[config.mk]
export PLATFORM = sky130hd
export DESIGN_NAME = fap_front
export DESIGN_NICKNAME = d
export VERILOG_FILES = /design/src/hw/rtl/fap_pkg.sv /design/src/hw/rtl/fap_front.sv
export SDC_FILE = /design/constraint.sdc
export NUM_CORES = 2
export LEC_CHECK = 0
export ABC_AREA = 1
export BUFFER_PORTS_ARGS = -buffer_cell sky130_fd_sc_hd__clkbuf_2
export CAP_MARGIN = 15
export CORE_MARGIN = 4
export CORE_UTILIZATION = 30
export DETAILED_ROUTE_END_ITERATION = 16
export SKIP_LAST_GASP = 1
export SYNTH_ARGS = -nofsm -noshare
export SYNTH_HDL_FRONTEND = slang
export SYNTH_SLANG_ARGS = --single-unit
export TNS_END_PERCENT = 10
[constraint.sdc]
create_clock -name clk -period 8.1 [get_ports clk]
set_clock_uncertainty 0.2 [all_clocks]
set_input_delay 1.215 -clock clk [delete_from_list [all_inputs] [get_ports clk]]
set_output_delay 1.215 -clock clk [all_outputs]
set_load 0.05 [all_outputs]
[src/hw/rtl/fap_pkg.sv]
// Shared constants, operation and error codes, and pipeline stage types
// for the fixed-point ALU. No dependencies.
package fap_pkg;

  localparam int FRACTION_BITS = 12;
  localparam int WORD_BITS     = 32;
  localparam int OPND_BITS     = (WORD_BITS < 32) ? WORD_BITS : 32;
  // Dividend width: a 32-bit magnitude shifted left by the fraction bits.
  localparam int DW            = 32 + FRACTION_BITS;
  localparam logic [30:0] LIMIT_RESET = 31'h7FFF_FFFF;

  localparam logic [3:0] OP_MUL   = 4'd0;
  localparam logic [3:0] OP_FDIV  = 4'd1;
  localparam logic [3:0] OP_IDIV  = 4'd2;
  localparam logic [3:0] OP_MOD   = 4'd3;
  localparam logic [3:0] OP_REM   = 4'd4;
  localparam logic [3:0] OP_CEIL  = 4'd5;
  localparam logic [3:0] OP_FLOOR = 4'd6;
  localparam logic [3:0] OP_TRUNC = 4'd7;
  localparam logic [3:0] OP_ROUND = 4'd8;

  localparam logic [1:0] ERR_NONE = 2'd0;
  localparam logic [1:0] ERR_DIV0 = 2'd1;
  localparam logic [1:0] ERR_OVF  = 2'd2;

  // Payload carried through the front stage and the divider stages.
  typedef struct packed {
    logic [3:0]        op;
    logic              sa;       // sign of operand a
    logic              sb;       // sign of operand b
    logic              div0;
    logic              rnd_ovf;  // round: the sum with one half is already beyond the limit
    logic signed [63:0] val;     // result of the non-divide operations
    logic [31:0]       dv;       // divisor magnitude
    logic [31:0]       rem;      // partial remainder
    logic [DW-1:0]     dq;       // dividend bits shifting out, quotient bits shifting in
  } fap_stage_t;

endpackage

[src/hw/rtl/fap_front.sv]
// Input register and operand stage: multiply, rounding ops and divider setup.
// Depends on fap_pkg.
module fap_front import fap_pkg::*; (
  input  logic        clk,
  input  logic        rst_n,
  input  logic        en,
  input  logic        vld_i,
  input  logic [3:0]  op_i,
  input  logic [31:0] a_i,
  input  logic [31:0] b_i,
  input  logic [30:0] limit,
  output logic        vld_o,
  output fap_stage_t  st_o
);

  logic        v0_r;
  logic [3:0]  op0_r;
  logic [31:0] a0_r, b0_r;
  logic        v1_r;
  fap_stage_t  st1_r, st1_nxt;

  logic signed [31:0] a, b;
  logic [31:0]        aabs, babs;
  logic signed [63:0] prod, flr;
  logic               fr_nz;
  logic signed [32:0] sum;
  logic [32:0]        sum_mag;

  always_ff @(posedge clk) begin
    if (!rst_n) begin
      v0_r <= 1'b0;
      v1_r <= 1'b0;
    end else if (en) begin
      v0_r <= vld_i;
      v1_r <= v0_r;
    end
  end

  always_ff @(posedge clk) begin
    if (en) begin
      op0_r <= op_i;
      a0_r  <= a_i;
      b0_r  <= b_i;
      st1_r <= st1_nxt;
    end
  end

  always_comb begin
    a       = $signed(a0_r << (32 - OPND_BITS)) >>> (32 - OPND_BITS);
    b       = $signed(b0_r << (32 - OPND_BITS)) >>> (32 - OPND_BITS);
    aabs    = a[31] ? (~a + 32'sd1) : a;
    babs    = b[31] ? (~b + 32'sd1) : b;
    prod    = a * b;
    flr     = 64'(a) >>> FRACTION_BITS;
    fr_nz   = |a[FRACTION_BITS-1:0];
    sum     = 33'(a) + $signed(33'(1) << (FRACTION_BITS - 1));
    sum_mag = sum[32] ? (~sum + 33'sd1) : sum;

    st1_nxt         = '0;
    st1_nxt.op      = op0_r;
    st1_nxt.sa      = a[31];
    st1_nxt.sb      = b[31];
    st1_nxt.div0    = (op0_r >= OP_FDIV) && (op0_r <= OP_REM) && (b == 32'sd0);
    st1_nxt.dv      = babs;
    st1_nxt.rem     = '0;
    st1_nxt.dq      = (op0_r == OP_FDIV) ? {aabs, {FRACTION_BITS{1'b0}}}
                                         : {{FRACTION_BITS{1'b0}}, aabs};
    st1_nxt.rnd_ovf = 1'b0;
    case (op0_r)
      OP_MUL:   st1_nxt.val = prod >>> FRACTION_BITS;
      OP_CEIL:  st1_nxt.val = flr + 64'(fr_nz);
      OP_FLOOR: st1_nxt.val = flr;
      OP_TRUNC: st1_nxt.val = flr + 64'(fr_nz && a[31]);
      OP_ROUND: begin
        st1_nxt.val     = 64'(sum) >>> FRACTION_BITS;
        st1_nxt.rnd_ovf = sum_mag > {2'b00, limit};
      end
      default:  st1_nxt.val = '0;
    endcase
  end

  assign vld_o = v1_r;
  assign st_o  = st1_r;

endmodule

# After elaboration in Yosys (flattened, before gate mapping)
# Cells that the tools add are included.
[word_totals]
wordCells = 45
reg_bits = 218
out_inout_bits = 181
input_bits = 103
[classes]
n_mul = 1
n_mux = 5
eq_ne = 5
n_bitwise = 3
magnitude_cmp = 3
n_addsub = 6
reduce_logical = 6
[op_table]
columns = ["op", "count"]
rows = [
  ["case mux 64 bit (5 select lines)", 1],
  ["adder 32 x 2 -> 32 bit, second input constant", 2],
  ["multiplier 32 x 32 -> 64 bit", 1],
  ["2-to-1 mux 32 bit", 2],
  ["inverter 32 bit", 2],
  ["adder 20 x 2 -> 21 bit", 2],
  ["adder 32 x 13 -> 33 bit, second input constant", 1],
  ["adder 33 x 2 -> 33 bit, second input constant", 1],
  ["> comparator 33 x 31 -> 1 bit", 1],
  ["2-to-1 mux 33 bit", 1],
  ["inverter 33 bit", 1],
  ["zero test 32 bit", 1],
  ["2-to-1 mux 31 bit", 1],
  ["== test 4 x 3 -> 1 bit, second input constant", 3],
  ["OR reduction 12 bit", 1],
  ["== test 4 x 1 -> 1 bit, second input constant", 1],
  ["== test 4 bit, second input constant", 1],
  ["greater-or-equal comparator 4 x 1 -> 1 bit, second input constant", 1],
  ["less-or-equal comparator 4 x 3 -> 1 bit, second input constant", 1],
  ["zero test 4 bit", 1],
  ["logical AND 1 bit", 3],
]

# Longest topological paths before layout
[logic_depth]
word_depth = 5
depth_mapped = 33
mapped_depth_nobuf = 30

# Worst setup path after synthesis
# No wires, ideal clock.
[synth_path]
path_type = "register to register"
start = "register a0_r[31], in the netlist a[31]"
end = "register st1_r (netlist bit st_o[170]), data pin"
path_buffers = 3
slack_ns = -0.026
t_arrival_ns = 7.673
synth_period_minus_slack_ns = 8.126
stages_incl_launch_ff = 32
t_required_ns = 7.646
setup_ns = 0.254
path_cell_list = "edfxtp_1 > clkbuf_1 > clkbuf_1 > buf_1 > nand2_1 > inv_1 > fa_1 > inv_1 > fa_1 > inv_1 > fa_1 > fa_1 > inv_1 > fa_1 > inv_1 > fa_1 > inv_1 > fa_1 > inv_1 > fa_1 > ha_1 > nand2_1 > nor2_1 > inv_1 > nor2_1 > inv_1 > nor4_1 > nand2_1 > nand2_1 > nand2_1 > nand3_1 > nand2_1"
[synth_between]
elab_chain_len = 3
elab_cells_between_ends = 6
cone_classes = "add/sub: 3; mul: 1; mux: 1; reduce/logical: 1"
[synth_rtl]
columns = ["item", "line", "source"]
rows = [
  ["start, declared", "fap_front.sv:18", "logic [31:0] a0_r, b0_r;"],
  ["start signal, assigned", "fap_front.sv:42", "a0_r <= a_i;"],
  ["parallel branches: the longest is 2 deep, another holds multiplier 32 x 32 -> 64 bit", "-", ""],
  ["case mux 64 bit (5 select lines) (*)", "fap_front.sv:69", "case (op0_r)"],
  ["end signal, assigned", "fap_front.sv:44", "st1_r <= st1_nxt;"],
  ["end, declared", "fap_front.sv:20", "fap_stage_t st1_r, st1_nxt;"],
]
# Every way passes the cells marked *.
# A chain may end at the register's enable or synchronous reset.

==> impl_metrics.yaml <==
clock_tree:
  cts_buffers: 27
  cts.clk_slew.worst_paths_ns: 0.07
  cts_root_buf: "clkbuf_16"
  clk_path_buf_depth: 3
  clkLatencyLatePin_ns: 0.62
  cts.sinks: 206
  htree_levels: 1
  cts_tree: "yes"
finish:
  final_nets: 7869
  multiInputGateArea_mm2: 0.0360
  fin_area_mm2: 0.0567
  final_common_cell: "inv_1"
  area_growth_pct: 13.3
  nFillCells: 17294
  drive_gt1_share_pct: 10.5
  seqCellArea_mm2: 0.00617
  final_cell_mix: "inv_1 (1,742), nand2_1 (1,502), fa_1 (1,078), nor2_1 (314), buf_4 (257)"
  fin_util_pct: 34.3
worst_setup_path:
  r2r_cells: 24
  critPathKind: "reg2reg"
  r2r-start: "a[31]$_DFFE_PP_"
  required_ns: 8.17
  cp.arrival_ns: 8.14
  crit_path_max_fanout: 18
  rr_endpoint: "st_o[143]$_DFFE_PP_"
  end_kind: "register"
  critPathLaunchType: "register"
  r2r_slack_ns: 0.03
routing:
  drt_iter0_drc: 3755
  firstDrtPassIters: 8
  vias: 41049
  drc: 0
  drtAntennaViolNets: 0
  via_per_inst: 4.73
  routed_wl_um: 171000
  avgRoutedWirePerCell_um: 19.7
floorplan:
  ios: 284
  die-area_mm2: 0.173
  std_cell_rows: 149
  chipHeight_um: 416
  dieWidth_um: 416
  start_util_pct: 30.2
  core_region_area_mm2: 0.165
sta:
  period_needed_ns: 8.07
  fmax_mhz: 124
  fin_worst_hold_slack_ns: 0.293
  finalSetupViolCount: 0
  post-route-period-util_pct: 99.6
  relSlewSlack_pct: 30.8
  hold_viol: 0
  drv_slew: 0
  worstMarginPinSlew_ns: 1.04
  timing.final.ws_setup_ns: 0.0305
  rsz0062_at_grt: "true"
flow_run:
  drv_cap: 0
placement:
  dpl_cell_area_mm2: 0.0556
  io_buffers: 251
  place_worst_setup_slack_ns: -0.155
  dp_hpwl_um: 143000
  place.gp.congestion: 0.969
global_route:
  gr-total-overflow: 0
  grt_pass1_wl_um: 265000
  grt_max_degree: 149
  grtUsageTotal_pct: 19.9
  first_global_vias: 42913
  grt_antenna_before_repair: 8
synthesis:
  yosys_most_used_dff: "edfxtp_1"
  post_synth_num_cell_types: 61
  synth_edf_count: 204
  syn_area_per_cell_um2: 8.11
  async_reset_ff_share_pct: 0
  ys_seq_area_share_pct: 12.3
  ys_seq_elements: 206
  synthCells: 6170
  netlist_area_mm2: 0.0500
  yosys_warnings: 0
min_path:
  hp-class: "reg2reg"
  min_path_cells: 2
  hold_end: "vld_o$_SDFFE_PN0P_"
  worstHoldStart: "v0_r$_SDFFE_PN0P_"
outcome:
  status: "finished, final reports clean"
-- synth_stat cells (31+ instances only) --
master,n,area [um2]
xnor2_1,31,272
inv_1,1743,6540
o21ai_0,159,796
nand4_1,37,231
nand2_1,1502,5640
clkbuf_1,210,788
nand3_1,131,656
fa_1,1081,21600
ha_1,220,2750
buf_1,48,180
nor3_1,35,175
xor2_1,63,552
edfxtp_1,204,6130
a21oi_1,145,726
nor2_1,316,1190
buf_4,50,375
-- cells by family (layout without fill, tap and decap cells) --
| kind of cell | Yosys count | in the layout | synth area share (%) |
|---|---|---|---|
| AOI/OAI and AO/OA | 401 | 401 | 4.45 |
| buffers and inverters | 2083 | 2367 | 16.1 |
| DFF | 206 | 206 | 12.3 |
| xor gates and xnor gates | 98 | 98 | 1.78 |
| and+or+nand+nor | 2079 | 2079 | 16.6 |
| muxes | 1 | 1 | 0.0200 |
| other | 1 | 39 | 0.00750 |
| adders and majority gates | 1301 | 1301 | 48.8 |
-- metrics by stage --
stage	instances	TNS (ns)
finish	8681	0
global route	8677	-0.941
CTS	8665	0
detailed placement	8615	-0.221
global placement	8615	-0.303
floorplan	6201	0
-- worst max-delay path by stage --
stage / from / to / slack [ns] / cells after the start
6_report: a[31]$_DFFE_PP_ / st_o[143]$_DFFE_PP_ / 0.03 / 24
5_1_grt: a[31]$_DFFE_PP_ / st_o[150]$_DFFE_PP_ / -0.12 / 31
4_1_cts: b[17]$_DFFE_PP_ / st_o[126]$_DFFE_PP_ / 0.00004 / 25
3_5_place_dp: b[4]$_DFFE_PP_ / st_o[127]$_DFFE_PP_ / -0.16 / 24
3_3_place_gp: b[4]$_DFFE_PP_ / st_o[127]$_DFFE_PP_ / -0.22 / 24
2_1_floorplan: a[31]$_DFFE_PP_ / st_o[170]$_DFFE_PP_ / 0.08 / 31
-- timing repair --
| action | CTS | global route |
|---|---|---|
| pin swaps | 0 | 1 |
| setup endpoints to repair | 3 | 35 |
| resized for setup | 1 | 29 |
| buffers inserted | 1 | 8 |
| cloned | 0 | 1 |
| hold buffers | 0 | 0 |
-- area by class of cell --
cell class                 count  share of cell area (%)
multi-input combinational   3912                    63.5
sequential                   206                    10.9
tap                         2189                    4.83
clock inverter                17                   0.285
inverter                    1753                    11.6
antenna                        7                  0.0309
timing repair buffer         565                    7.61
clock buffer                  32                    1.23
-- metal layers --
layer | share of wire [%] | up-vias | GRT usage (%) | routed length [um]
met1 | 44 | 20941 | 29.0 | 75900
met4 | 2.8 | 2 | 4.81 | 4740
met2 | 44 | 1663 | 30.9 | 75800
li1 | - | 18231 | - | -
met3 | 8.4 | 212 | 3.37 | 14400
met5 | 0.012 | - | 0 | 20
-- flip-flops by register name, summed over array words and instances (netlist names) --
name / cells
op0_r: 4
a: 32
st_o: 136
vld_o: 1
b: 32
v0_r: 1
-- critical path, cell delays in order (launching register included) --
cell and delay (ns):
edfxtp_1 0.45, buf_12 0.19, nand2_1 0.11, inv_1 0.08
fa_1 0.55, inv_1 0.09, buf_4 0.17, fa_1 0.48
inv_1 0.05, fa_1 0.53, fa_1 0.45, fa_1 0.52
fa_1 0.58, fa_1 0.48, fa_1 0.48, ha_1 0.45
nand2_1 0.18, o21ai_0 0.56, a21oi_1 0.18, o21ai_1 0.39
a21oi_1 0.08, nand2_1 0.16, nand2_1 0.08, nand2_1 0.06
o21ai_1 0.14
Power is not shown: default switching activity piles up to over one toggle a cycle in this logic, so the estimate is an artifact.
