--- src/hw/rtl/fap_pkg.sv ---
// Shared constants, operation and error codes, and pipeline stage types
// for the fixed-point ALU. No dependencies.
package fap_pkg;

  localparam int FRACTION_BITS = 12;
  localparam int WORD_BITS     = 32;
  localparam int OPND_BITS     = (WORD_BITS < 32) ? WORD_BITS : 32;
  // Dividend width: a 32-bit magnitude shifted left by the fraction bits.
  localparam int DW            = 32 + FRACTION_BITS;
  localparam logic [30:0] LIMIT_RESET = 31'h7FFF_FFFF;

  localparam logic [3:0] OP_MUL   = 4'd0;
  localparam logic [3:0] OP_FDIV  = 4'd1;
  localparam logic [3:0] OP_IDIV  = 4'd2;
  localparam logic [3:0] OP_MOD   = 4'd3;
  localparam logic [3:0] OP_REM   = 4'd4;
  localparam logic [3:0] OP_CEIL  = 4'd5;
  localparam logic [3:0] OP_FLOOR = 4'd6;
  localparam logic [3:0] OP_TRUNC = 4'd7;
  localparam logic [3:0] OP_ROUND = 4'd8;

  localparam logic [1:0] ERR_NONE = 2'd0;
  localparam logic [1:0] ERR_DIV0 = 2'd1;
  localparam logic [1:0] ERR_OVF  = 2'd2;

  // Payload carried through the front stage and the divider stages.
  typedef struct packed {
    logic [3:0]        op;
    logic              sa;       // sign of operand a
    logic              sb;       // sign of operand b
    logic              div0;
    logic              rnd_ovf;  // round: the sum with one half is already beyond the limit
    logic signed [63:0] val;     // result of the non-divide operations
    logic [31:0]       dv;       // divisor magnitude
    logic [31:0]       rem;      // partial remainder
    logic [DW-1:0]     dq;       // dividend bits shifting out, quotient bits shifting in
  } fap_stage_t;

endpackage

--- src/hw/rtl/fap_back.sv ---
// Result stages: sign and magnitude of each operation, then limit check
// and the output register. Depends on fap_pkg.
module fap_back import fap_pkg::*; (
  input  logic        clk,
  input  logic        rst_n,
  input  logic        en,
  input  logic        vld_i,
  input  fap_stage_t  st_i,
  input  logic [30:0] limit,
  output logic        vld_o,
  output logic [31:0] result,
  output logic [1:0]  error
);

  logic        va_r, vb_r;
  logic        div0_r, ovf_r, neg_r, neg_nxt;
  logic [63:0] mag_r, mag_nxt;
  logic [31:0] res_r, res_nxt;
  logic [1:0]  err_r, err_nxt;
  logic [63:0] q;

  always_comb begin
    q       = 64'(st_i.dq);
    neg_nxt = 1'b0;
    mag_nxt = '0;
    case (st_i.op)
      OP_FDIV, OP_IDIV: begin
        neg_nxt = st_i.sa ^ st_i.sb;
        mag_nxt = q;
      end
      OP_REM: begin
        neg_nxt = st_i.sa;
        mag_nxt = 64'(st_i.rem);
      end
      OP_MOD: begin
        if (st_i.rem == '0) begin
          mag_nxt = '0;
        end else if (st_i.sa != st_i.sb) begin
          neg_nxt = st_i.sb;
          mag_nxt = 64'(st_i.dv - st_i.rem);
        end else begin
          neg_nxt = st_i.sa;
          mag_nxt = 64'(st_i.rem);
        end
      end
      default: begin
        neg_nxt = st_i.val[63];
        mag_nxt = st_i.val[63] ? 64'(-st_i.val) : 64'(st_i.val);
      end
    endcase
  end

  always_comb begin
    if (div0_r) begin
      err_nxt = ERR_DIV0;
    end else if (ovf_r || (mag_r > 64'(limit))) begin
      err_nxt = ERR_OVF;
    end else begin
      err_nxt = ERR_NONE;
    end
    if (err_nxt != ERR_NONE) begin
      res_nxt = '0;
    end else begin
      res_nxt = neg_r ? (32'd0 - mag_r[31:0]) : mag_r[31:0];
    end
  end

  always_ff @(posedge clk) begin
    if (!rst_n) begin
      va_r <= 1'b0;
      vb_r <= 1'b0;
    end else if (en) begin
      va_r <= vld_i;
      vb_r <= va_r;
    end
  end

  always_ff @(posedge clk) begin
    if (en) begin
      div0_r <= st_i.div0;
      ovf_r  <= st_i.rnd_ovf;
      neg_r  <= neg_nxt;
      mag_r  <= mag_nxt;
      res_r  <= res_nxt;
      err_r  <= err_nxt;
    end
  end

  assign vld_o  = vb_r;
  assign result = res_r;
  assign error  = err_r;

endmodule

--- config.mk ---
export PLATFORM = sky130hd
export DESIGN_NAME = fap_back
export DESIGN_NICKNAME = d
export VERILOG_FILES = /design/src/hw/rtl/fap_pkg.sv /design/src/hw/rtl/fap_back.sv
export SDC_FILE = /design/constraint.sdc
export NUM_CORES = 1
export LEC_CHECK = 0
export BUFFER_PORTS_ARGS = -buffer_cell sky130_fd_sc_hd__buf_2
export CAP_MARGIN = 20
export CORE_ASPECT_RATIO = 0.9
export CORE_MARGIN = 10
export CORE_UTILIZATION = 25
export DETAILED_ROUTE_END_ITERATION = 16
export PLACE_DENSITY_LB_ADDON = 0.08
export SLEW_MARGIN = 5
export SYNTH_ARGS = -nofsm -noshare
export SYNTH_HDL_FRONTEND = slang
export SYNTH_SLANG_ARGS = --single-unit
--- constraint.sdc ---
create_clock -name clk -period 2.95 [get_ports clk]
set_clock_uncertainty 0.05 [all_clocks]
set_input_delay 0.295 -clock clk [delete_from_list [all_inputs] [get_ports clk]]
set_output_delay 0.295 -clock clk [all_outputs]
set_load 0.1 [all_outputs]
# ---- Word-level counts from Yosys, hierarchy flattened
# Cells that the tools add are included.
dict set report totals {
  input_bits 215
  reg_bits 103
  word_cells 32
  output_inout_bits 35
}
dict set report op_classes {
  n_mux 10
  magnitude_cmp 1
  add_sub_neg 3
  n_reduce_logical 4
  n_eq_ne 5
  bitwise_logic 1
}
# op n
set op_table {}
lappend op_table {{$mux W64} 3}
lappend op_table {{$pmux W64 S3} 1}
lappend op_table {{$gt A64 B31 Y1} 1}
lappend op_table {{$neg A64 Y64} 1}
lappend op_table {{$sub A32 B32 Y33} 1}
lappend op_table {{$logic_not A32 Y1} 1}
lappend op_table {{$mux W32} 1}
lappend op_table {{$sub A1 B32 Y32 const A} 1}
lappend op_table {{$eq A4 B2 Y1 const B} 2}
lappend op_table {{$eq A4 B1 Y1 const B} 1}
lappend op_table {{$eq A4 B3 Y1 const B} 1}
lappend op_table {{$mux W2} 2}
lappend op_table {{$pmux W1 S3} 1}
lappend op_table {{$mux W1} 2}
lappend op_table {{$reduce_bool A2 Y1} 1}
lappend op_table {{$reduce_or A2 Y1} 1}
lappend op_table {{$logic_or A1 B1 Y1} 1}
lappend op_table {{$ne A1 B1 Y1} 1}
lappend op_table {{$xor A1 B1 Y1} 1}

# ---- Logic depth before layout (Yosys ltp)
# Gate-level depths: netlist (run 1).
dict set report depth {
  ltp_word 5
  mapped_depth 12
}

# ---- Least setup slack after synthesis (run 1)
# No wires, ideal clock.
dict set report synth_timing {
  path_kind {register -> register}
  from {register mag_r[0]}
  to {register res_r[28], in the netlist result[28] (data pin)}
  slack_ns -0.244
  t_arrival_ns 2.878
  setup_ns 0.266
  path_stages_with_launch 11
  path_buffers 0
  cell_sequence {edfxtp_1 inv_1 ha_1 or4b_4 or3_4 or3_1 or4_4 nand2b_4 o31ai_4 xor2_1 nor2_1}
}
dict set report synth_between {
  elab_chain_cells 5
  word_cells_on_any_way 7
  cone_classes {add/sub (1); order compare (1); mux (3); reduce/logical (2)}
}
# element line_no
set synth_rtl {}
lappend synth_rtl {{start, declared} fap_back.sv:17} ;# logic [63:0] mag_r, mag_nxt;
lappend synth_rtl {{start signal, assigned} fap_back.sv:83} ;# mag_r <= mag_nxt;
lappend synth_rtl {{$gt A64 B31 Y1} fap_back.sv:56} ;# end else if (ovf_r || (mag_r > 64'(limit))) begin
lappend synth_rtl {{$logic_or A1 B1 Y1} fap_back.sv:56}
lappend synth_rtl {{$mux W2} fap_back.sv:56}
lappend synth_rtl {{$mux W2} fap_back.sv:54} ;# if (div0_r) begin
lappend synth_rtl {{$reduce_bool A2 Y1} fap_back.sv:61} ;# if (err_nxt != ERR_NONE) begin
lappend synth_rtl {{end signal, assigned} fap_back.sv:84} ;# res_r <= res_nxt;
lappend synth_rtl {{end, declared} fap_back.sv:18} ;# logic [31:0] res_r, res_nxt;
# Several ways; a longest one is shown, not always the timed one.
# A chain may end at the register's enable or synchronous reset.

# ---- Final worst setup path (run 1)
dict set report layout_timing {
  from {register mag_r[0]}
  to {register res_r[26], in the netlist result[26] (data pin)}
}
# The elaborated chain is that of the path after synthesis.

==> results_dict.tcl, run 1 <==
set metrics [dict create \
    worst-setup-path-type "reg2reg" \
    core-area_mm2 0.0360 \
    worst_slack_ns -0.250 \
    seqCellArea_mm2 0.00307 \
    ys_async_sr_fraction_pct 0 \
    grt_max_degree 68 \
    ys_ff_latch 103 \
    start_kind "register" \
    fin_crit_sh_pct 108 \
    final_area_mm2 0.0126 \
    yosys.area.top_type_share_pct 33.4 \
    relSlewSlack_pct 54.4 \
    drt_iter0_markers 779 \
    power_density_mw_per_mm2 390 \
    clk_pin_slew_ns 0.07 \
    detail-route-antenna-nets 0 \
    syn_nets 1300 \
    n_fill_cell 3843 \
    hold_slack_ns 0.0721 \
    worstPathRequired_ns 3.01 \
    die-area_mm2 0.0443 \
    hold_class "in2reg" \
    drive_gt1_share_pct 33.3 \
    yosysTopAreaCell "edfxtp_1" \
    grt_first_pass_wirelength_um 57500 \
    ys_warn_count 0 \
    wl_per_cell_um 20.4 \
    row_count 66 \
    start_util_pct 25.2 \
    grt.busiest_layer "met2" \
    fp.dieH_um 201 \
    vdd_drop_max_uv 275 \
    cts_buffers 9 \
    yosysSeqAreaShare_pct 33.9 \
    use_met3_pct 2.34 \
    worst_pin_slew_ns 0.681 \
    cts_tree "yes" \
    grt_use_met2_pct 25.2 \
    synth-main-ff-cell "edfxtp_1" \
    h-tree-depth 3 \
    gp_congestion 0.888 \
    viasPerCell 4.91 \
    drv_cap 0 \
    fin_nets 1680 \
    synth_edf_count 101 \
    syn_to_final_growth_pct 38.4 \
    ys_top_cells_by_count "edfxtp_1 (101), o21ai_0 (92), inv_1 (80)" \
    drt_wl_total_um 38400 \
    critPathMaxFanout 4 \
    hpwl_um 32100 \
    crit_arrival_ns 3.26 \
    placed_cells 1855 \
    antenna_found_initial 0 \
    clk_latency_ns 0.36 \
    hold_violations 0 \
    max_freq_mhz 312 \
    grt_overflow 0 \
    post_dp_cell_area_mm2 0.0120 \
    netlist_top_cells_area "edfxtp_1 (33%), ha_1 (9.2%), xor2_1 (5.4%), o21ai_0 (5.1%), xnor2_1 (4.3%)" \
    final_core_util_pct 34.9 \
    leakage_uw 0.00555 \
    syn_inst 1017 \
    violations "setup timing" \
    syn_area_mm2 0.00907 \
    fin_crit_ns 3.20 \
    grt_pass1_vias 9301 \
    grt_usage_pct 16.9 \
    first_pass_iters 7 \
    syn_area_per_cell_um2 8.92 \
    slew_violations 0 \
    synth_cell_types 74 \
    rsz0062_at_grt "true" \
    io_pins 250 \
    cts_sinks 103 \
    clockBufferDepth 2 \
    io_buffer_count 249 \
    multi_input_area_mm2 0.00569 \
    cp-end-kind "register" \
    synth.most_common_cell "edfxtp_1" \
    drc 0 \
    die_x_um 221 \
    grt_use_met1_pct 25.0 \
    vias 9213 \
    diodes 0 \
    setup_viol 7 \
    fin_cells 1878 \
    status "complete, but fails checks" \
    cts_root_buf "clkbuf_16" \
]
## per-stage QoR
stage          setup slack, ns  setup TNS [ns]  power [µW]
2_1_floorplan           -0.170          -0.652        2800
3_3_place_gp            -0.350          -15.86        3590
3_5_place_dp            -0.459          -18.78        3590
4_1_cts                 -0.262           -1.20        4930
5_1_grt                 -0.369           -1.90        5200
6_report                -0.250           -1.11        4900
## per-layer routing
layer / up-vias / part of all wire, %
met5: - / 0
met1: 4299 / 50
met4: 0 / 1.5
met2: 275 / 43
li1: 4611 / -
met3: 28 / 5.5
## critical path: stages (launching register included)
cell and delay, ns:
edfxtp_1 0.41, inv_2 0.10, ha_4 0.13, or4b_4 0.46
or3_4 0.34, or3_4 0.33, or4_4 0.43, nand2b_4 0.19
o41ai_4 0.23, xor2_1 0.19, nor2_1 0.07
## sequential cells by signal, summed over array words and instances, names as in the netlist
register / flops
div0_r: 1
error: 2
mag_r: 64
neg_r: 1
ovf_r: 1
result: 32
va_r: 1
vld_o: 1
## timing repair
| action | in CTS | in global routing |
|---|---|---|
| cloned | 2 | 0 |
| resized for setup | 16 | 9 |
| hold buffers | 0 | 0 |
| endpoints found under the setup margin | 39 | 37 |
| pin swaps | 8 | 3 |
| buffers inserted | 4 | 1 |
## placed cells by master (no fill, tap or decap), types with 5 or more instances in the layout
cell,count
buf_2,248
buf_4,157
edfxtp_1,101
o21ai_0,89
inv_1,79
nor2_1,74
nand2_1,74
ha_1,66
xor2_1,56
a21oi_1,49
xnor2_1,45
a222oi_1,28
o31ai_1,25
nor3_1,24
a21o_1,22
nor4_1,21
nand4_1,16
nor2b_1,13
nand2b_1,13
o41ai_1,12
nand3_1,11
or3_1,10
a22oi_1,10
or4_1,9
o211ai_1,9
clkbuf_16,9
mux2i_1,8
o21a_1,6
and3_1,5
nor3b_1,5
## path summary, 6_finish.rpt
check            start          to  slack, ns  cells past startpoint
max           mag_r[0]  result[26]      -0.25                     10
min reg2reg     div0_r    error[0]       0.45                      0
min          st_i[172]       ovf_r       0.07                      1
max reg2reg   mag_r[0]  result[26]      -0.25                     10
## cell type report
class                   count  area share, %
clock buffers              13           1.99
clock inverters             3          0.538
inverters                  80           2.39
multi-input cells         791           45.3
flip-flops and latches    103           24.5
well taps                 476           4.74
repair buffers            412           20.5
## kinds of logic after synthesis
| family | after synthesis | share of synthesized area [%] |
|---|---|---|
| compound gates | 310 | 23.6 |
| simple gates | 304 | 17.4 |
| buf+inv | 123 | 5.10 |
| flops | 103 | 33.9 |
| xor+xnor | 101 | 9.75 |
| fa+ha+maj | 68 | 9.46 |
| mux | 8 | 0.883 |
## power breakdown
part / internal [µW] / leakage [µW] / switching, µW
combinational: 741 / 0.00437 / 985
sequential: 1770 / 0.00103 / 96.0
clock: 769 / 0.000150 / 539
total: 3280 / 0.00555 / 1620
Note: power is estimated with default switching activity, not from simulation.
==> run 2: changes to the inputs <==
--- a/config.mk
+++ b/config.mk
@@ -6,12 +6,13 @@
 export NUM_CORES = 1
 export LEC_CHECK = 0
 export BUFFER_PORTS_ARGS = -buffer_cell sky130_fd_sc_hd__buf_2
-export CAP_MARGIN = 20
+export CAP_MARGIN = 0
 export CORE_ASPECT_RATIO = 0.9
 export CORE_MARGIN = 10
 export CORE_UTILIZATION = 25
 export DETAILED_ROUTE_END_ITERATION = 16
 export PLACE_DENSITY_LB_ADDON = 0.08
+export SETUP_SLACK_MARGIN = 0.02
 export SLEW_MARGIN = 5
 export SYNTH_ARGS = -nofsm -noshare
 export SYNTH_HDL_FRONTEND = slang
==> results_dict.tcl, run 2 (synthesis gave the netlist of run 1 again) <==
set metrics [dict create \
    h-tree-depth 3 \
    fin_crit_sh_pct 109 \
    gp_congestion 0.884 \
    hold_class "in2reg" \
    rsz0062_at_grt "true" \
    critPathMaxFanout 4 \
    met3WireLength_um 2410 \
    wl_met1_um 19200 \
    power_density_mw_per_mm2 389 \
    vdd_drop_max_uv 261 \
    worst-setup-path-type "reg2reg" \
    fp.dieH_um 201 \
    grt_first_pass_wirelength_um 58100 \
    crit_arrival_ns 3.29 \
    clk_pin_slew_ns 0.07 \
    grt_overflow 0 \
    start_util_pct 25.2 \
    regMostFlops "mag_r" \
    drc 0 \
    pwr-share-seq_pct 38.2 \
    relSlewSlack_pct 51.2 \
    antenna_found_initial 2 \
    hold_slack_ns 0.0613 \
    drt_wl_total_um 38900 \
    fin_crit_ns 3.22 \
    wl_per_cell_um 20.7 \
    slew_violations 0 \
    vias 9245 \
    violations "setup timing" \
    clockBufferDepth 2 \
    cts_buffers 9 \
    preCtsSetupSlack_ns -0.445 \
    io_buffer_count 249 \
    first_pass_iters 5 \
    grt_usage_pct 17.1 \
    detail-route-antenna-nets 0 \
    largest_reg_flops 64 \
    final_cell_mix "buf_2 (248), buf_4 (159), edfxtp_1 (101)" \
    fin_nets 1681 \
    die-area_mm2 0.0443 \
    combPwrFrac_pct 35.2 \
    p_sw_uw 1630 \
    n_fill_cell 3873 \
    grt_max_degree 46 \
    cts_root_buf "clkbuf_16" \
    drv_cap 0 \
    syn_to_final_growth_pct 38.2 \
    setup_viol 7 \
    row_count 66 \
    status "complete, but fails checks" \
    drt_iter0_markers 793 \
    p_clk_share_pct 26.6 \
    leakage_uw 0.00555 \
    final_core_util_pct 34.8 \
    start_kind "register" \
    die_x_um 221 \
    hold_violations 0 \
    worst_slack_ns -0.273 \
    core-area_mm2 0.0360 \
    wl_met2_um 16600 \
    max_freq_mhz 310 \
    cts_tree "yes" \
    hpwl_um 32400 \
    hold_buffers 0 \
    cts_sinks 103 \
    io_pins 250 \
    worstPathRequired_ns 3.01 \
    cp-end-kind "register" \
    viasPerCell 4.91 \
    clk_latency_ns 0.36 \
    grt_pass1_vias 9453 \
    layout_commonest_cell "buf_2" \
    drive_gt1_share_pct 33.5 \
    worst_pin_slew_ns 0.730 \
    swShare_pct 33.4 \
    top_layer_used "met4" \
    tns_ns -1.38 \
    p_int_uw 3240 \
]
-- run 2: area by class of cell --
class                           count  area (µm²)  area share [%]
Sequential cell                   103        3070            24.5
Clock buffer                       10         229            1.83
Tap cell                          476         596            4.75
Multi-Input combinational cell    791        5690            45.4
Antenna cell                        2        5.00          0.0399
Inverter                           80         300            2.40
Clock inverter                      6        83.8           0.669
Timing Repair Buffer              413        2560            20.4
-- run 2: what timing repair did --
item,in CTS,in global routing
gates resized for setup,8,22
pin swaps,3,8
gates cloned,0,1
setup buffers,1,1
endpoints found under the setup margin,31,51
-- run 2: critical path: stages, from the launching register on --
cell	delay, ns
edfxtp_1	0.42
inv_1	0.08
ha_2	0.18
or4b_4	0.46
or3_4	0.34
or3_4	0.34
or4_4	0.43
nand2b_4	0.19
o41ai_4	0.23
xor2_1	0.19
nor2_1	0.06
-- run 2: path summary, 6_finish.rpt --
check	end	startpoint	slack [ns]	cells past startpoint
max	result[26]	mag_r[1]	-0.27	10
min reg2reg	vld_o	vld_o	0.48	2
min	ovf_r	st_i[172]	0.06	1
max reg2reg	result[26]	mag_r[1]	-0.27	10
-- run 2: per-layer routing --
| metal | vias up | track usage [%] |
|---|---|---|
| met4 | 0 | 4.39 |
| met2 | 276 | 25.0 |
| met5 | - | 0 |
| met3 | 24 | 2.85 |
| li1 | 4614 | - |
| met1 | 4331 | 25.2 |
-- run 2: power by group through the flow --
stage	sequential [µW]	clock, µW	combinational [µW]
after global routing	1880	1390	1900
after floorplan	1970	0	829
after detailed placement	1890	0	1690
after CTS	1860	1340	1700
final	1860	1290	1720
after global placement	1900	0	1700
-- run 2: metrics by stage --
stage                     area, µm²  cells  total power [µW]
after floorplan                9090   1017              2800
final                         12500   1881              4870
after detailed placement      12100   1860              3580
after CTS                     12400   1877              4910
after global placement        12100   1860              3590
after global routing          12500   1881              5160
