`src/hw/rtl/fap_pkg.sv`:
```
// Shared constants, operation and error codes, and pipeline stage types
// for the fixed-point ALU. No dependencies.
package fap_pkg;

  localparam int FRACTION_BITS = 12;
  localparam int WORD_BITS     = 32;
  localparam int OPND_BITS     = (WORD_BITS < 32) ? WORD_BITS : 32;
  // Dividend width: a 32-bit magnitude shifted left by the fraction bits.
  localparam int DW            = 32 + FRACTION_BITS;
  localparam logic [30:0] LIMIT_RESET = 31'h7FFF_FFFF;

  localparam logic [3:0] OP_MUL   = 4'd0;
  localparam logic [3:0] OP_FDIV  = 4'd1;
  localparam logic [3:0] OP_IDIV  = 4'd2;
  localparam logic [3:0] OP_MOD   = 4'd3;
  localparam logic [3:0] OP_REM   = 4'd4;
  localparam logic [3:0] OP_CEIL  = 4'd5;
  localparam logic [3:0] OP_FLOOR = 4'd6;
  localparam logic [3:0] OP_TRUNC = 4'd7;
  localparam logic [3:0] OP_ROUND = 4'd8;

  localparam logic [1:0] ERR_NONE = 2'd0;
  localparam logic [1:0] ERR_DIV0 = 2'd1;
  localparam logic [1:0] ERR_OVF  = 2'd2;

  // Payload carried through the front stage and the divider stages.
  typedef struct packed {
    logic [3:0]        op;
    logic              sa;       // sign of operand a
    logic              sb;       // sign of operand b
    logic              div0;
    logic              rnd_ovf;  // round: the sum with one half is already beyond the limit
    logic signed [63:0] val;     // result of the non-divide operations
    logic [31:0]       dv;       // divisor magnitude
    logic [31:0]       rem;      // partial remainder
    logic [DW-1:0]     dq;       // dividend bits shifting out, quotient bits shifting in
  } fap_stage_t;

endpackage

```
`src/hw/rtl/fap_div_step.sv`:
```
// One registered step of the restoring divider: one quotient bit per stage.
// Depends on fap_pkg.
module fap_div_step import fap_pkg::*; (
  input  logic       clk,
  input  logic       rst_n,
  input  logic       en,
  input  logic       vld_i,
  input  fap_stage_t st_i,
  output logic       vld_o,
  output fap_stage_t st_o
);

  logic       vld_r;
  fap_stage_t st_r, st_nxt;
  logic [32:0] t, diff;
  logic        ge;

  always_comb begin
    t      = {st_i.rem, st_i.dq[DW-1]};
    diff   = t - {1'b0, st_i.dv};
    ge     = t >= {1'b0, st_i.dv};
    st_nxt = st_i;
    st_nxt.rem = ge ? diff[31:0] : t[31:0];
    st_nxt.dq  = {st_i.dq[DW-2:0], ge};
  end

  always_ff @(posedge clk) begin
    if (!rst_n) begin
      vld_r <= 1'b0;
    end else if (en) begin
      vld_r <= vld_i;
    end
  end

  always_ff @(posedge clk) begin
    if (en) begin
      st_r <= st_nxt;
    end
  end

  assign vld_o = vld_r;
  assign st_o  = st_r;

endmodule

```
`config.mk`:
```
export PLATFORM = sky130hd
export DESIGN_NAME = fap_div_step
export DESIGN_NICKNAME = d
export VERILOG_FILES = /design/src/hw/rtl/fap_pkg.sv /design/src/hw/rtl/fap_div_step.sv
export SDC_FILE = /design/constraint.sdc
export NUM_CORES = 1
export LEC_CHECK = 0
export BUFFER_PORTS_ARGS = -buffer_cell sky130_fd_sc_hd__buf_2
export CORE_MARGIN = 2
export CORE_UTILIZATION = 25
export CTS_BUF_LIST = sky130_fd_sc_hd__clkbuf_4
export CTS_CLUSTER_SIZE = 30
export DETAILED_ROUTE_END_ITERATION = 10
export GPL_TIMING_DRIVEN = 0
export PLACE_DENSITY = 0.5
export SYNTH_ARGS = -nofsm -noshare
export SYNTH_HDL_FRONTEND = slang
export SYNTH_SLANG_ARGS = --single-unit
export TNS_END_PERCENT = 5
```
`constraint.sdc`:
```
create_clock -name clk -period 5.7 [get_ports clk]
set_input_delay 0.285 -clock clk [delete_from_list [all_inputs] [get_ports clk]]
set_output_delay 0.285 -clock clk [all_outputs]
set_load 0.01 [all_outputs]
```
# Word-level counts from Yosys, hierarchy flattened
# Cells that the tools add are included.
dict set report word_totals {
  out_inout_bits 181
  register_bits 181
  inputBits 184
  wordCells 13
}
dict set report classes {
  magnitude_cmp 1
  n_addsub 1
  n_mux 1
}
# operator count
set op_table {}
lappend op_table {{greater-or-equal comparator 33 x 32 -> 1 bit} 1}
lappend op_table {{2-to-1 mux 32 bit} 1}
lappend op_table {{subtractor 32 bit} 1}

# Longest topological paths before layout
# Gate-level depths: netlist (run 1).
dict set report depth {
  word_depth 2
  ltp_mapped 13
  mapped_depth_nobuf 12
}

# Least setup slack after synthesis (run 1)
# OpenSTA, ideal clock, no wires.
dict set report synth_path {
  kind {in2reg}
  startpoint {in st_i[83] in the netlist's numbering}
  endpoint {reg st_r (netlist bit st_o[57]), data pin}
  arrival_ns 2.794
  path_slack_ns 2.644
  setup_time_ns 0.262
  cell_stages 12
  path_buffers 2
  path_cell_list {inv_1 -> ha_1 -> buf_2 -> nand4_1 -> or4_1 -> a21oi_1 -> nor3_1 -> a211oi_2 -> o21ai_2 -> o31ai_4 -> buf_4 -> mux2_1}
}
# element line_no
set synth_rtl {}
lappend synth_rtl {{start, declared} fap_div_step.sv:8} ;# input fap_stage_t st_i,
lappend synth_rtl {{end signal, assigned} fap_div_step.sv:37} ;# st_r <= st_nxt;
lappend synth_rtl {{end, declared} fap_div_step.sv:14} ;# fap_stage_t st_r, st_nxt;

==> PnR_summary.wiki, run 1 <==
{| class="wikitable"
! Metric !! Value
|-
| Run status || complete, no violations
|-
| Post-synthesis cell type with the largest combined area || sky130_fd_sc_hd__edfxtp_1
|-
| Clock transition at the register clock pins on the worst setup and hold paths after CTS || 0.16 ns
|-
| Min-Delay Startpoint || st_i[54]
|-
| Syn-to-layout area delta || 57.65%
|-
| CP Data Required Time || 6.09 ns
|-
| Initial Util || 25.20%
|-
| Port-buffer cells || 364
|-
| GRT Residual Overflow || 0
|-
| RSZ-0062 raised after global routing || false
|-
| Count of nets after finishing || 1305
|-
| Worst hold path cell count || 3
|-
| Combined area of all synthesized cells || 7649 um^2
|-
| Detailed Route Iter0 Violations || 290
|-
| Post-CTS Resized || 0
|-
| Gate count after technology mapping || 526
|-
| Number of buffers on the longest clock path || 2
|-
| Worst path most repeated cell || sky130_fd_sc_hd__a21oi_1
|-
| Proportion of layout cells with a drive suffix above 1 || 38.15%
|-
| Warning count from the yosys run || 0
|-
| H-tree level count || 4
|-
| Worst endpoint data arrival time || 4.17 ns
|-
| Number of global-route vias before repair || 6341
|-
| Worst reg-to-reg setup slack || 4.55 ns
|-
| Post-layout minimum cycle time || 3.779 ns
|-
| Overall die height || 178.9 um
|-
| Final-report max-slew violation count || 0
|-
| Post-DR vias/cell || 4.203
|-
| Placed wire-length estimate after detailed placement || 18770 um
|-
| Non-Filler Instances || 1498
|-
| Part of the Yosys area used for sequential elements || 70.93%
|-
| Total Neg Setup Slack || 0 ns
|-
| Pre-Repair DR Iteration Count || 4
|-
| Number of placed I/O pins || 365
|-
| Total number of vias || 6296
|-
| Master cell of the clock root buffer || sky130_fd_sc_hd__clkbuf_4
|-
| Die area || 32010 um^2
|-
| Detailed-route DRC error count || 0
|-
| Synthesized area per cell || 14.54 um^2
|-
| Leakage power summed over all cells || 5.223 nW
|-
| Synthesized netlist net count || 743
|-
| Final Setup Violations || 0
|-
| Routed wire length per instance || 16.80 um
|-
| Category of the critical setup timing path || input port to flop
|-
| Capture instance of the worst register-to-register path || vld_o
|-
| All-layer global routing usage || 14.98%
|-
| Max stage delay on crit path || 0.53 ns
|-
| First-pass GRT wire length || 35330 um
|-
| RePlAce Congestion || 0.7608
|-
| Critical path capture point || st_o[74]
|-
| Cells along the critical path || dlygate4sd3_1 -> buf_2 -> inv_1 -> ha_1 -> fa_1 -> nand2b_1 -> a21oi_1 -> o21ai_0 -> o311a_1 -> a31oi_1 -> a21oi_1 -> o41ai_1 -> xor2_1 -> mux2_1
|-
| Max Cap Violations || 0
|-
| TritonCTS clock tree || built
|-
| Critical-path cell with the highest stage delay || sky130_fd_sc_hd__dlygate4sd3_1
|-
| #FFs+latches synth || 181
|-
| Number of hold-slack violations in the final timing report || 0
|-
| Total chip power || 3.040 mW
|-
| Kind of start point of the critical path || input port
|-
| Top fanout value on the critical path || 4
|-
| Actual slew at the worst max-slew pin || 0.5725 ns
|-
| R2R Path Start || vld_o
|-
| # clock sinks || 181
|-
| Commonest cells after routing, fill and taps aside || 371 x sky130_fd_sc_hd__buf_2, 180 x sky130_fd_sc_hd__edfxtp_1, 178 x sky130_fd_sc_hd__dlygate4sd3_1, 54 x sky130_fd_sc_hd__a21oi_1, 38 x sky130_fd_sc_hd__inv_1
|-
| Peak Freq || 0.2646 GHz
|-
| Number of distinct library cell variants in the gate-level netlist after synthesis || 48
|-
| Antenna violations before repair || 1
|-
| Clock skew after layout || 0 ns
|-
| Core Box Area || 30350 um^2
|-
| Post-detailed-routing wire length || 25170 um
|-
| Floorplan die width || 178.9 um
|-
| Critical path endpoint category || flop
|-
| Clock latency on the worst-skew pair || 0.62 ns
|-
| Launch point of the critical path || st_i[43]
|-
| Worst ir drop on vdd || 101.3 uV
|-
| Synth top area share || 70.67%
|-
| Most common library cell in the layout ignoring fill and taps || sky130_fd_sc_hd__buf_2
|-
| Cells on worst reg2reg path || 3
|-
| Placed cells || 1287
|-
| Normalized max-slew margin || 61.43%
|-
| Final critical-path share of the clock period || 66.30%
|-
| Maximum number of pins on one net before global-route repair || 115
|-
| Ratio of total power to cell area || 252.2 nW/um^2
|-
| Residual antenna-violating net count after detailed routing || 0
|-
| Floorplan row count || 64
|-
| Number of CTS-inserted buffers || 17
|-
| Cells taking the most area after synthesis || sky130_fd_sc_hd__edfxtp_1 71%, sky130_fd_sc_hd__ha_1 5.2%, sky130_fd_sc_hd__a21oi_1 3.5%
|-
| Hold Crit Class || input port to flop
|}
## area by class of cell
type                            count  area (um^2)
Inverter                           38        142.6
Multi-Input combinational cell    290         1994
Fill cell                        2944        18290
Clock buffer                       20        150.1
Tap cell                          396        495.5
Clock inverter                     12        120.1
Sequential cell                   181         5425
Buffer                             17        86.33
Antenna cell                        1        2.502
Timing Repair Buffer              543         3641
## synth_stat cells, drive strengths merged
library cell / count
or2: 1
a41o: 1
inv: 38
nand4: 7
nor4: 4
a31o: 1
a2bb2oi: 2
nand2: 27
nor2: 36
a211o: 2
o21bai: 3
nand2b: 4
o211ai: 4
xor2: 11
mux2i: 3
and2: 1
o31ai: 2
fa: 1
o41ai: 2
a21o: 12
edfxtp: 180
nor3: 2
nand3: 8
xnor2: 16
o21a: 6
a31oi: 5
o311a: 1
a211oi: 4
nand4b: 1
o22ai: 2
and4: 2
ha: 32
mux2: 10
o21ai: 17
dfxtp: 1
nor2b: 3
or4: 1
nand3b: 1
clkbuf: 6
and3: 1
buf: 11
a21oi: 54
## state kept, by name (all words and copies together) (netlist names)
signal and cells:
vld_o 1, st_o 180
## cell families after synthesis
logic type	count (synthesis)	synth area share, %
and+or+nand+nor	99	6.004
muxes	13	1.865
xor gates and xnor gates	27	3.092
buffers and inverters	55	2.994
DFF	181	70.93
adders and majority gates	33	5.496
AOI/OAI and AO/OA	118	9.619
## worst min-delay path by stage
stage,end,slack [ns]
CTS,st_o[55],0.005
floorplan,st_o[100],0.38
detailed placement,st_o[129],0.46
global placement,st_o[144],0.46
finish,st_o[55],0.06
global route,st_o[55],0.03
## what timing repair did
item	CTS	global route
buffers inserted	0	0
endpoints found under the hold margin	177	0
hold buffers	178	0
## critical path: cells and delay by family
kind / cells / cell delay [ns]
xor gates and xnor gates: 1 / 0.12
adders and majority gates: 2 / 0.62
AOI/OAI and AO/OA: 6 / 1.95
buffers and inverters: 3 / 0.68
and+or+nand+nor: 1 / 0.18
muxes: 1 / 0.32
## routing by layer
layer / track usage (%) / part of all wire (%) / routed length (um) / up-vias
met5: 0 / 0 / 0 / -
li1: - / - / - / 3091
met1: 16.02 / 39 / 9737 / 2944
met3: 4.198 / 6.8 / 1712 / 36
met2: 27.39 / 51 / 12950 / 225
met4: 6.504 / 3.1 / 769 / 0
## power breakdown
| group | internal, mW | leakage (nW) | switching (mW) |
|---|---|---|---|
| Sequential | 1.61 | 1.77 | 0.0261 |
| Combinational | 0.321 | 3.30 | 0.363 |
| Clock | 0.240 | 0.149 | 0.482 |
| Total | 2.17 | 5.22 | 0.871 |
## through the flow
stage	area, um^2	utilization, %	setup WS, ns	hold slack (ns)
6_report	12060	39.73	1.921	0.06257
5_1_grt	12060	39.73	1.813	0.03275
4_1_cts	12060	39.72	2.015	0.005022
3_5_place_dp	10000	32.96	1.831	0.4632
2_1_floorplan	7649	-	2.644	0.3839
3_3_place_gp	9966	32.84	1.815	0.4620
(Power assumes the default switching activity.)
==> run 2: changes to the inputs <==
Settings changed: PLACE_DENSITY 0.5 to 0.52.
Clock period 5.7 ns to 3.1 ns, I/O delays scaled along.
==> run 2 against run 1 <==
Critical path depth fell by 1. Worst hold slack improved by 0.14 ns. Die area did not move. First-iteration DRC count fell by 21%. Sequential share of layout area fell by 0.40 points. Core utilization rose by 0.35 points. Flip-flop and latch count did not move. Clock power rose by 87%. Wire length rose by 0.94%. Critical path type unchanged. Highest routed layer is now met5.
==> PnR_summary.wiki, run 2 (same netlist as run 1, synthesis figures left out) <==
{| class="wikitable"
! Metric !! Value
|-
| Run status || complete, no violations
|-
| Master cell of the clock root buffer || sky130_fd_sc_hd__clkbuf_4
|-
| WHS || 0.1995 ns (+0.1369 ns)
|-
| H-tree level count || 4 (unchanged)
|-
| RSZ-0062 raised after global routing || false
|-
| Count of nets after finishing || 1314 (+0.69%)
|-
| Final-report max-slew violation count || 0 (unchanged)
|-
| Actual slew at the worst max-slew pin || 0.6392 ns (+0.06674 ns)
|-
| Commonest cells after routing, fill and taps aside || 371 x sky130_fd_sc_hd__buf_2, 185 x sky130_fd_sc_hd__dlygate4sd3_1, 180 x sky130_fd_sc_hd__edfxtp_1, 54 x sky130_fd_sc_hd__a21oi_1, 38 x sky130_fd_sc_hd__inv_1
|-
| Number of placed I/O pins || 365 (unchanged)
|-
| Syn-to-layout area delta || 59.05%
|-
| Initial Util || 25.20% (unchanged)
|-
| Routed wire length per instance || 16.84 um (+0.21%)
|-
| Clock transition at the register clock pins on the worst setup and hold paths after CTS || 0.16 ns (about the same)
|-
| Worst endpoint data arrival time || 3.31 ns (-0.86 ns)
|-
| Detailed Route Iter0 Violations || 228 (-21%)
|-
| Hold Crit Class || input port to flop
|-
| All-layer global routing usage || 15.06% (+0.077 points)
|-
| Final Setup Violations || 0 (unchanged)
|-
| Proportion of layout cells with a drive suffix above 1 || 38.02% (-0.13 points)
|-
| CP Data Required Time || 3.49 ns (-2.60 ns)
|-
| Number of buffers on the longest clock path || 2 (unchanged)
|-
| End-of-flow core utilization || 40.08% (+0.35 points)
|-
| Max FFs per register || 180 (unchanged)
|-
| Leakage power summed over all cells || 5.271 nW (+0.92%)
|-
| Setup WS post-layout || 0.1745 ns (-1.746 ns)
|-
| Critical path endpoint category || flop
|-
| Worst path most repeated cell || sky130_fd_sc_hd__a21oi_1
|-
| Ratio of total power to cell area || 462.5 nW/um^2 (+83%)
|-
| Fillers || 2940 (-0.14%)
|-
| Top cell family by delay on the critical path || compound AO/OA/AOI/OAI gates
|-
| Residual antenna-violating net count after detailed routing || 0 (unchanged)
|-
| Critical-path cell with the highest stage delay || sky130_fd_sc_hd__o311a_1
|-
| Worst path buffer plus inverter count || 2 (-1)
|-
| Antenna violations before repair || 6 (+5)
|-
| Detailed-route DRC error count || 0 (unchanged)
|-
| Total number of vias || 6354 (+0.92%)
|-
| Max Cap Violations || 0 (unchanged)
|-
| # clock sinks || 181 (unchanged)
|-
| Maximum number of pins on one net before global-route repair || 121 (+5.2%)
|-
| Port-buffer cells || 364 (unchanged)
|-
| Number of hold-slack violations in the final timing report || 0 (unchanged)
|-
| Total Neg Setup Slack || 0 ns (unchanged)
|-
| Clock skew after layout || 0 ns (unchanged)
|-
| Floorplan row count || 64 (unchanged)
|-
| Overall die height || 178.9 um (unchanged)
|-
| Min-Delay Startpoint || st_i[46]
|-
| RePlAce Congestion || 0.7887 (+3.7%)
|-
| Die area || 32010 um^2 (unchanged)
|-
| Cells along the critical path || buf_2 -> inv_1 -> ha_1 -> fa_1 -> nand2b_1 -> a21oi_1 -> o21ai_0 -> o311a_1 -> a31oi_1 -> a21oi_1 -> o41ai_1 -> xor2_1 -> mux2_1
|-
| Pre-Repair DR Iteration Count || 4 (unchanged)
|-
| Post-detailed-routing wire length || 25410 um (+0.94%)
|-
| Core Box Area || 30350 um^2 (unchanged)
|-
| GRT Residual Overflow || 0 (unchanged)
|-
| Post-placement setup slack || -0.6561 ns (-2.487 ns)
|-
| First-pass GRT wire length || 35490 um (+0.45%)
|-
| Number of global-route vias before repair || 6387 (+0.73%)
|-
| Placed wire-length estimate after detailed placement || 18530 um (-1.3%)
|-
| Post-DR vias/cell || 4.211 (+0.19%)
|-
| Final critical-path share of the clock period || 94.37%
|-
| Floorplan die width || 178.9 um (unchanged)
|-
| Normalized max-slew margin || 57.39% (-4.0 points)
|-
| Top fanout value on the critical path || 4 (unchanged)
|-
| Post-layout minimum cycle time || 2.925 ns
|-
| Most common library cell in the layout ignoring fill and taps || sky130_fd_sc_hd__buf_2
|-
| Worst ir drop on vdd || 201.2 uV (+99%)
|-
| Total chip power || 5.626 mW (+85%)
|-
| Peak Freq || 0.3418 GHz
|-
| Kind of start point of the critical path || input port
|-
| Number of CTS-inserted buffers || 17 (unchanged)
|-
| Max stage delay on crit path || 0.41 ns (-0.12 ns)
|-
| Clock latency on the worst-skew pair || 0.61 ns (about the same)
|-
| Category of the critical setup timing path || input port to flop
|-
| Launch point of the critical path || st_i[43]
|-
| R2R Path Start || vld_o
|-
| TritonCTS clock tree || built
|}
-- run 2: cell types whose count changed in the layout (fill, tap and decap cells not counted) --
cell / change
sky130_fd_sc_hd__clkinv_2: -2
sky130_fd_sc_hd__clkinvlp_4: -1
sky130_fd_sc_hd__clkbuf_4: +1
sky130_fd_sc_hd__inv_6: +3
sky130_fd_sc_hd__inv_8: -1
sky130_fd_sc_hd__diode_2: +2
sky130_fd_sc_hd__buf_4: +1
sky130_fd_sc_hd__buf_12: +1
sky130_fd_sc_hd__dlygate4sd3_1: +7
-- run 2: timing repair --
| item | 4_1_cts | 5_1_grt |
|---|---|---|
| endpoints found under the hold margin | 240 | 0 |
| buffers inserted | 0 | 2 |
| endpoints found under the setup margin | 0 | 24 |
| resized for setup | 0 | 0 |
| hold buffers | 185 | 0 |
-- run 2: stage by stage --
step           cells  cell area, um^2
3_3_place_gp    1286             9966
6_report        1509            12170
4_1_cts         1504            12130
2_1_floorplan    526             7649
5_1_grt         1508            12160
3_5_place_dp    1287            10000
-- run 2: layer usage --
metal | vias to the layer above | wire length (um) | track usage, %
met5 | - | 47 | 0
met4 | 6 | 595 | 5.725
met3 | 33 | 1572 | 4.389
met2 | 226 | 12970 | 27.20
met1 | 2978 | 10230 | 16.60
li1 | 3111 | - | -
-- run 2: area by class of cell --
cell class	instances	area [um^2]	area share, %
multi-input combinational	290	1994	16.39
inverter	38	142.6	1.172
buffer	17	86.33	0.7097
sequential	181	5425	44.60
antenna	3	7.507	0.06171
clock inverter	11	117.6	0.9668
timing repair buffer	552	3739	30.73
clock buffer	21	157.7	1.296
tap	396	495.5	4.073
-- run 2: power by group --
part	total (mW)	internal, mW	switching [mW]	leakage [nW]
logic	1.27	0.604	0.661	3.35
clock network	1.35	0.457	0.890	0.153
registers	3.01	2.96	0.0554	1.77
-- run 2: final timing paths --
kind	depth (start not counted)	slack [ns]	to
max	13	0.17	st_o[74]
min	4	0.20	st_o[47]
max reg2reg	3	1.93	vld_o
min reg2reg	3	1.10	vld_o
-- run 2: tightest hold or removal path: cells and delay by family --
family / cells / cell delay (ns)
multiplexers: 1 / 0.13
buffers and inverters: 1 / 0.09
XOR/XNOR: 1 / 0.13
adder cells (fa/ha/maj): 1 / 0.22
==> run 3: changes to the inputs <==
==> constraint.sdc (replaced) <==
create_clock -name clk -period 3.1 [get_ports clk]
set_input_delay 0.465 -clock clk [delete_from_list [all_inputs] [get_ports clk]]
set_output_delay 0.465 -clock clk [all_outputs]
set_load 0.01 [all_outputs]
==> run 3 against run 2 <==
Sequential share of layout area is 0.93 points higher. Final cell count down 3.3%. Worst setup slack got worse by 0.048 ns. Combinational power about the same. Worst hold slack got worse by 0.14 ns. Global-route usage increased by 0.27 points. Non-clock buffer count shrank 48. Total power increased by 2.3%. Register-to-register slack better by 0.56 ns. Die area did not move. Wire length grew 0.61%. Critical path type unchanged. Largest cell class unchanged. Highest routed layer unchanged.
==> PnR_summary.wiki, run 3 (same netlist as run 1, synthesis figures left out) <==
{| class="wikitable"
! Metric !! Value
|-
| Detailed Route Iter0 Violations || 288 (+26%)
|-
| Combinational cell fraction of total power || 22.0% (-0.5 points)
|-
| Share of power burned in the clock network || 25.7% (+1.8 points)
|-
| Final critical-path share of the clock period || 95.90% (+1.5 points)
|-
| Max Cap Violations || 0 (unchanged)
|-
| GRT Residual Overflow || 0 (unchanged)
|-
| Ratio of total power to cell area || 483.0 nW/um^2 (+4.4%)
|-
| R2R Path Start || vld_o
|-
| Post-detailed-routing wire length || 25560 um (+0.61%)
|-
| All-layer global routing usage || 15.33% (+0.27 points)
|-
| Critical path endpoint category || flop
|-
| Total number of vias || 6244 (-1.7%)
|-
| Number of global-route vias before repair || 6308 (-1.2%)
|-
| CP Data Required Time || 3.46 ns (-0.03 ns)
|-
| Actual slew at the worst max-slew pin || 0.6305 ns (-0.008679 ns)
|-
| Max stage delay on crit path || 0.57 ns (+0.16 ns)
|-
| Initial Util || 25.20% (unchanged)
|-
| Final Setup Violations || 0 (unchanged)
|-
| Antenna violations before repair || 6 (unchanged)
|-
| Normalized max-slew margin || 57.97% (+0.58 points)
|-
| Clock skew after layout || 0 ns (unchanged)
|-
| First-pass GRT wire length || 35950 um (+1.3%)
|-
| Internal portion of total power || 4.026 mW (+0.17%)
|-
| Area occupied by multi-input gates || 2132 um^2 (+6.9%)
|-
| Clock transition at the register clock pins on the worst setup and hold paths after CTS || 0.18 ns (+0.02 ns)
|-
| Worst ir drop on vdd || 208.9 uV (+3.8%)
|-
| Critical-path cell with the highest stage delay || sky130_fd_sc_hd__or4_1
|-
| Port-buffer cells || 364 (unchanged)
|-
| Kind of start point of the critical path || input port
|-
| Capture instance of the worst register-to-register path || vld_o
|-
| Detailed-route DRC error count || 0 (unchanged)
|-
| Run status || complete, no violations
|-
| Core Box Area || 30350 um^2 (unchanged)
|-
| Worst path most repeated cell || sky130_fd_sc_hd__buf_6
|-
| RSZ-0062 raised after global routing || false
|-
| Worst path buffer plus inverter count || 5 (+3)
|-
| Category of the critical setup timing path || input port to flop
|-
| Most common library cell in the layout ignoring fill and taps || sky130_fd_sc_hd__buf_2
|-
| Number of hold-slack violations in the final timing report || 0 (unchanged)
|-
| TritonCTS clock tree || built
|-
| Leakage power summed over all cells || 5.131 nW (-2.6%)
|-
| Non-Filler Instances || 1459 (-3.3%)
|-
| Overall die height || 178.9 um (unchanged)
|-
| Share of total power consumed by net switching || 30.06% (+1.5 points)
|-
| Fraction of power consumed by sequential logic || 52.3% (-1.3 points)
|-
| Count of nets after finishing || 1266 (-3.7%)
|-
| WHS || 0.05930 ns (-0.1402 ns)
|-
| Worst reg-to-reg setup slack || 2.49 ns (+0.56 ns)
|-
| Cells along the critical path || buf_2 -> inv_12 -> ha_4 -> buf_6 -> nand4_1 -> or4_1 -> a21oi_2 -> nor3_2 -> a211oi_2 -> o21ai_2 -> o31ai_4 -> buf_4 -> buf_6 -> mux2_4
|-
| Residual antenna-violating net count after detailed routing || 0 (unchanged)
|-
| Floorplan die width || 178.9 um (unchanged)
|-
| Number of CTS-inserted buffers || 17 (unchanged)
|-
| Max FFs per register || 180 (unchanged)
|-
| H-tree level count || 4 (unchanged)
|-
| Master cell of the clock root buffer || sky130_fd_sc_hd__clkbuf_4
|-
| Top cell family by delay on the critical path || compound AO/OA/AOI/OAI gates
|-
| Number of buffers on the longest clock path || 2 (unchanged)
|-
| Placed cells || 1287 (unchanged)
|-
| Peak Freq || 0.3364 GHz (-1.6%)
|-
| Cells on worst reg2reg path || 2 (-1)
|-
| Maximum number of pins on one net before global-route repair || 108 (-11%)
|-
| Proportion of layout cells with a drive suffix above 1 || 42.09% (+4.1 points)
|-
| # clock sinks || 181 (unchanged)
|-
| Final-report max-slew violation count || 0 (unchanged)
|-
| Clock latency on the worst-skew pair || 0.59 ns (-0.02 ns)
|-
| Net Sw Power || 1.730 mW (+7.7%)
|-
| Floorplan row count || 64 (unchanged)
|-
| Syn-to-layout area delta || 55.82%
|-
| Post-DR vias/cell || 4.280 (+1.6%)
|-
| Launch point of the critical path || st_i[83]
|-
| Total area of sequential cells || 5425 um^2 (unchanged)
|-
| Placed wire-length estimate after detailed placement || 18980 um (+2.4%)
|-
| Critical path capture point || st_o[70]
|-
| Fillers || 2932 (-0.27%)
|-
| Hold Crit Class || input port to flop
|-
| Commonest cells after routing, fill and taps aside || 365 x sky130_fd_sc_hd__buf_2, 180 x sky130_fd_sc_hd__edfxtp_1, 136 x sky130_fd_sc_hd__dlygate4sd3_1, 52 x sky130_fd_sc_hd__a21oi_1, 36 x sky130_fd_sc_hd__nor2_1
|-
| Number of placed I/O pins || 365 (unchanged)
|-
| Worst endpoint data arrival time || 3.33 ns (+0.02 ns)
|-
| Pre-Repair DR Iteration Count || 4 (unchanged)
|-
| Post-layout minimum cycle time || 2.973 ns (+0.04753 ns)
|-
| CP Depth || 14 (+1)
|-
| Routed wire length per instance || 17.52 um (+4.1%)
|-
| RePlAce Congestion || 0.7428 (-5.8%)
|-
| Top fanout value on the critical path || 10 (+6)
|-
| Die area || 32010 um^2 (unchanged)
|}
## run 3: through the flow
stage          cell area (um^2)   TNS, ns  worst slack, ns  total power, mW  utilization, %
6_report                  11920         0           0.1270            5.756           39.27
5_1_grt                   11920         0         0.001201            6.049           39.27
4_1_cts                   11890         0          0.04903            5.839           39.18
3_5_place_dp              10190    -21.29          -0.7264            4.197           33.56
3_3_place_gp              10150   -188.14           -1.029            4.197           33.44
2_1_floorplan              7831  -0.07571         -0.01893            3.649               -
## run 3: area by class of cell
class | instances | area share, %
sequential | 181 | 45.52
timing repair buffer | 504 | 27.21
multi-input combinational | 290 | 17.89
tap | 396 | 4.157
clock inverter | 15 | 1.659
inverter | 38 | 1.302
buffer | 17 | 1.165
clock buffer | 17 | 1.071
antenna | 1 | 0.02100
## run 3: worst min path at each step
stage	start	to	slack (ns)	cells past startpoint
6_report	st_i[87]	st_o[87]	0.06	1
3_5_place_dp	vld_o	vld_o	0.51	2
2_1_floorplan	vld_o	vld_o	0.54	2
5_1_grt	st_i[92]	st_o[92]	0.006	1
4_1_cts	st_i[97]	st_o[97]	0.0001	1
3_3_place_gp	vld_o	vld_o	0.51	2
## run 3: power by group through the flow
stage | Clock, mW | Combinational, mW | Sequential, mW
floorplan | 0 | 0.446 | 3.20
global placement | 0 | 1.12 | 3.08
detailed placement | 0 | 1.13 | 3.07
CTS | 1.54 | 1.28 | 3.01
global route | 1.62 | 1.39 | 3.04
finish | 1.48 | 1.27 | 3.01
## run 3: routing by layer
| layer | global-route usage, % | share of wire, % | vias up |
|---|---|---|---|
| met4 | 7.385 | 3.3 | 10 |
| met3 | 4.304 | 7.3 | 42 |
| met5 | 0 | 0.22 | - |
| met1 | 16.59 | 38 | 2933 |
| li1 | - | - | 3020 |
| met2 | 27.45 | 51 | 239 |
## run 3: timing repair
action                     in CTS  in global routing
hold buffers                  135                  1
hold endpoints to repair      135                  1
resized for setup               1                  4
pin swaps                       1                  0
buffers inserted                3                  0
setup endpoints to repair      20                 23
cloned                          0                  0
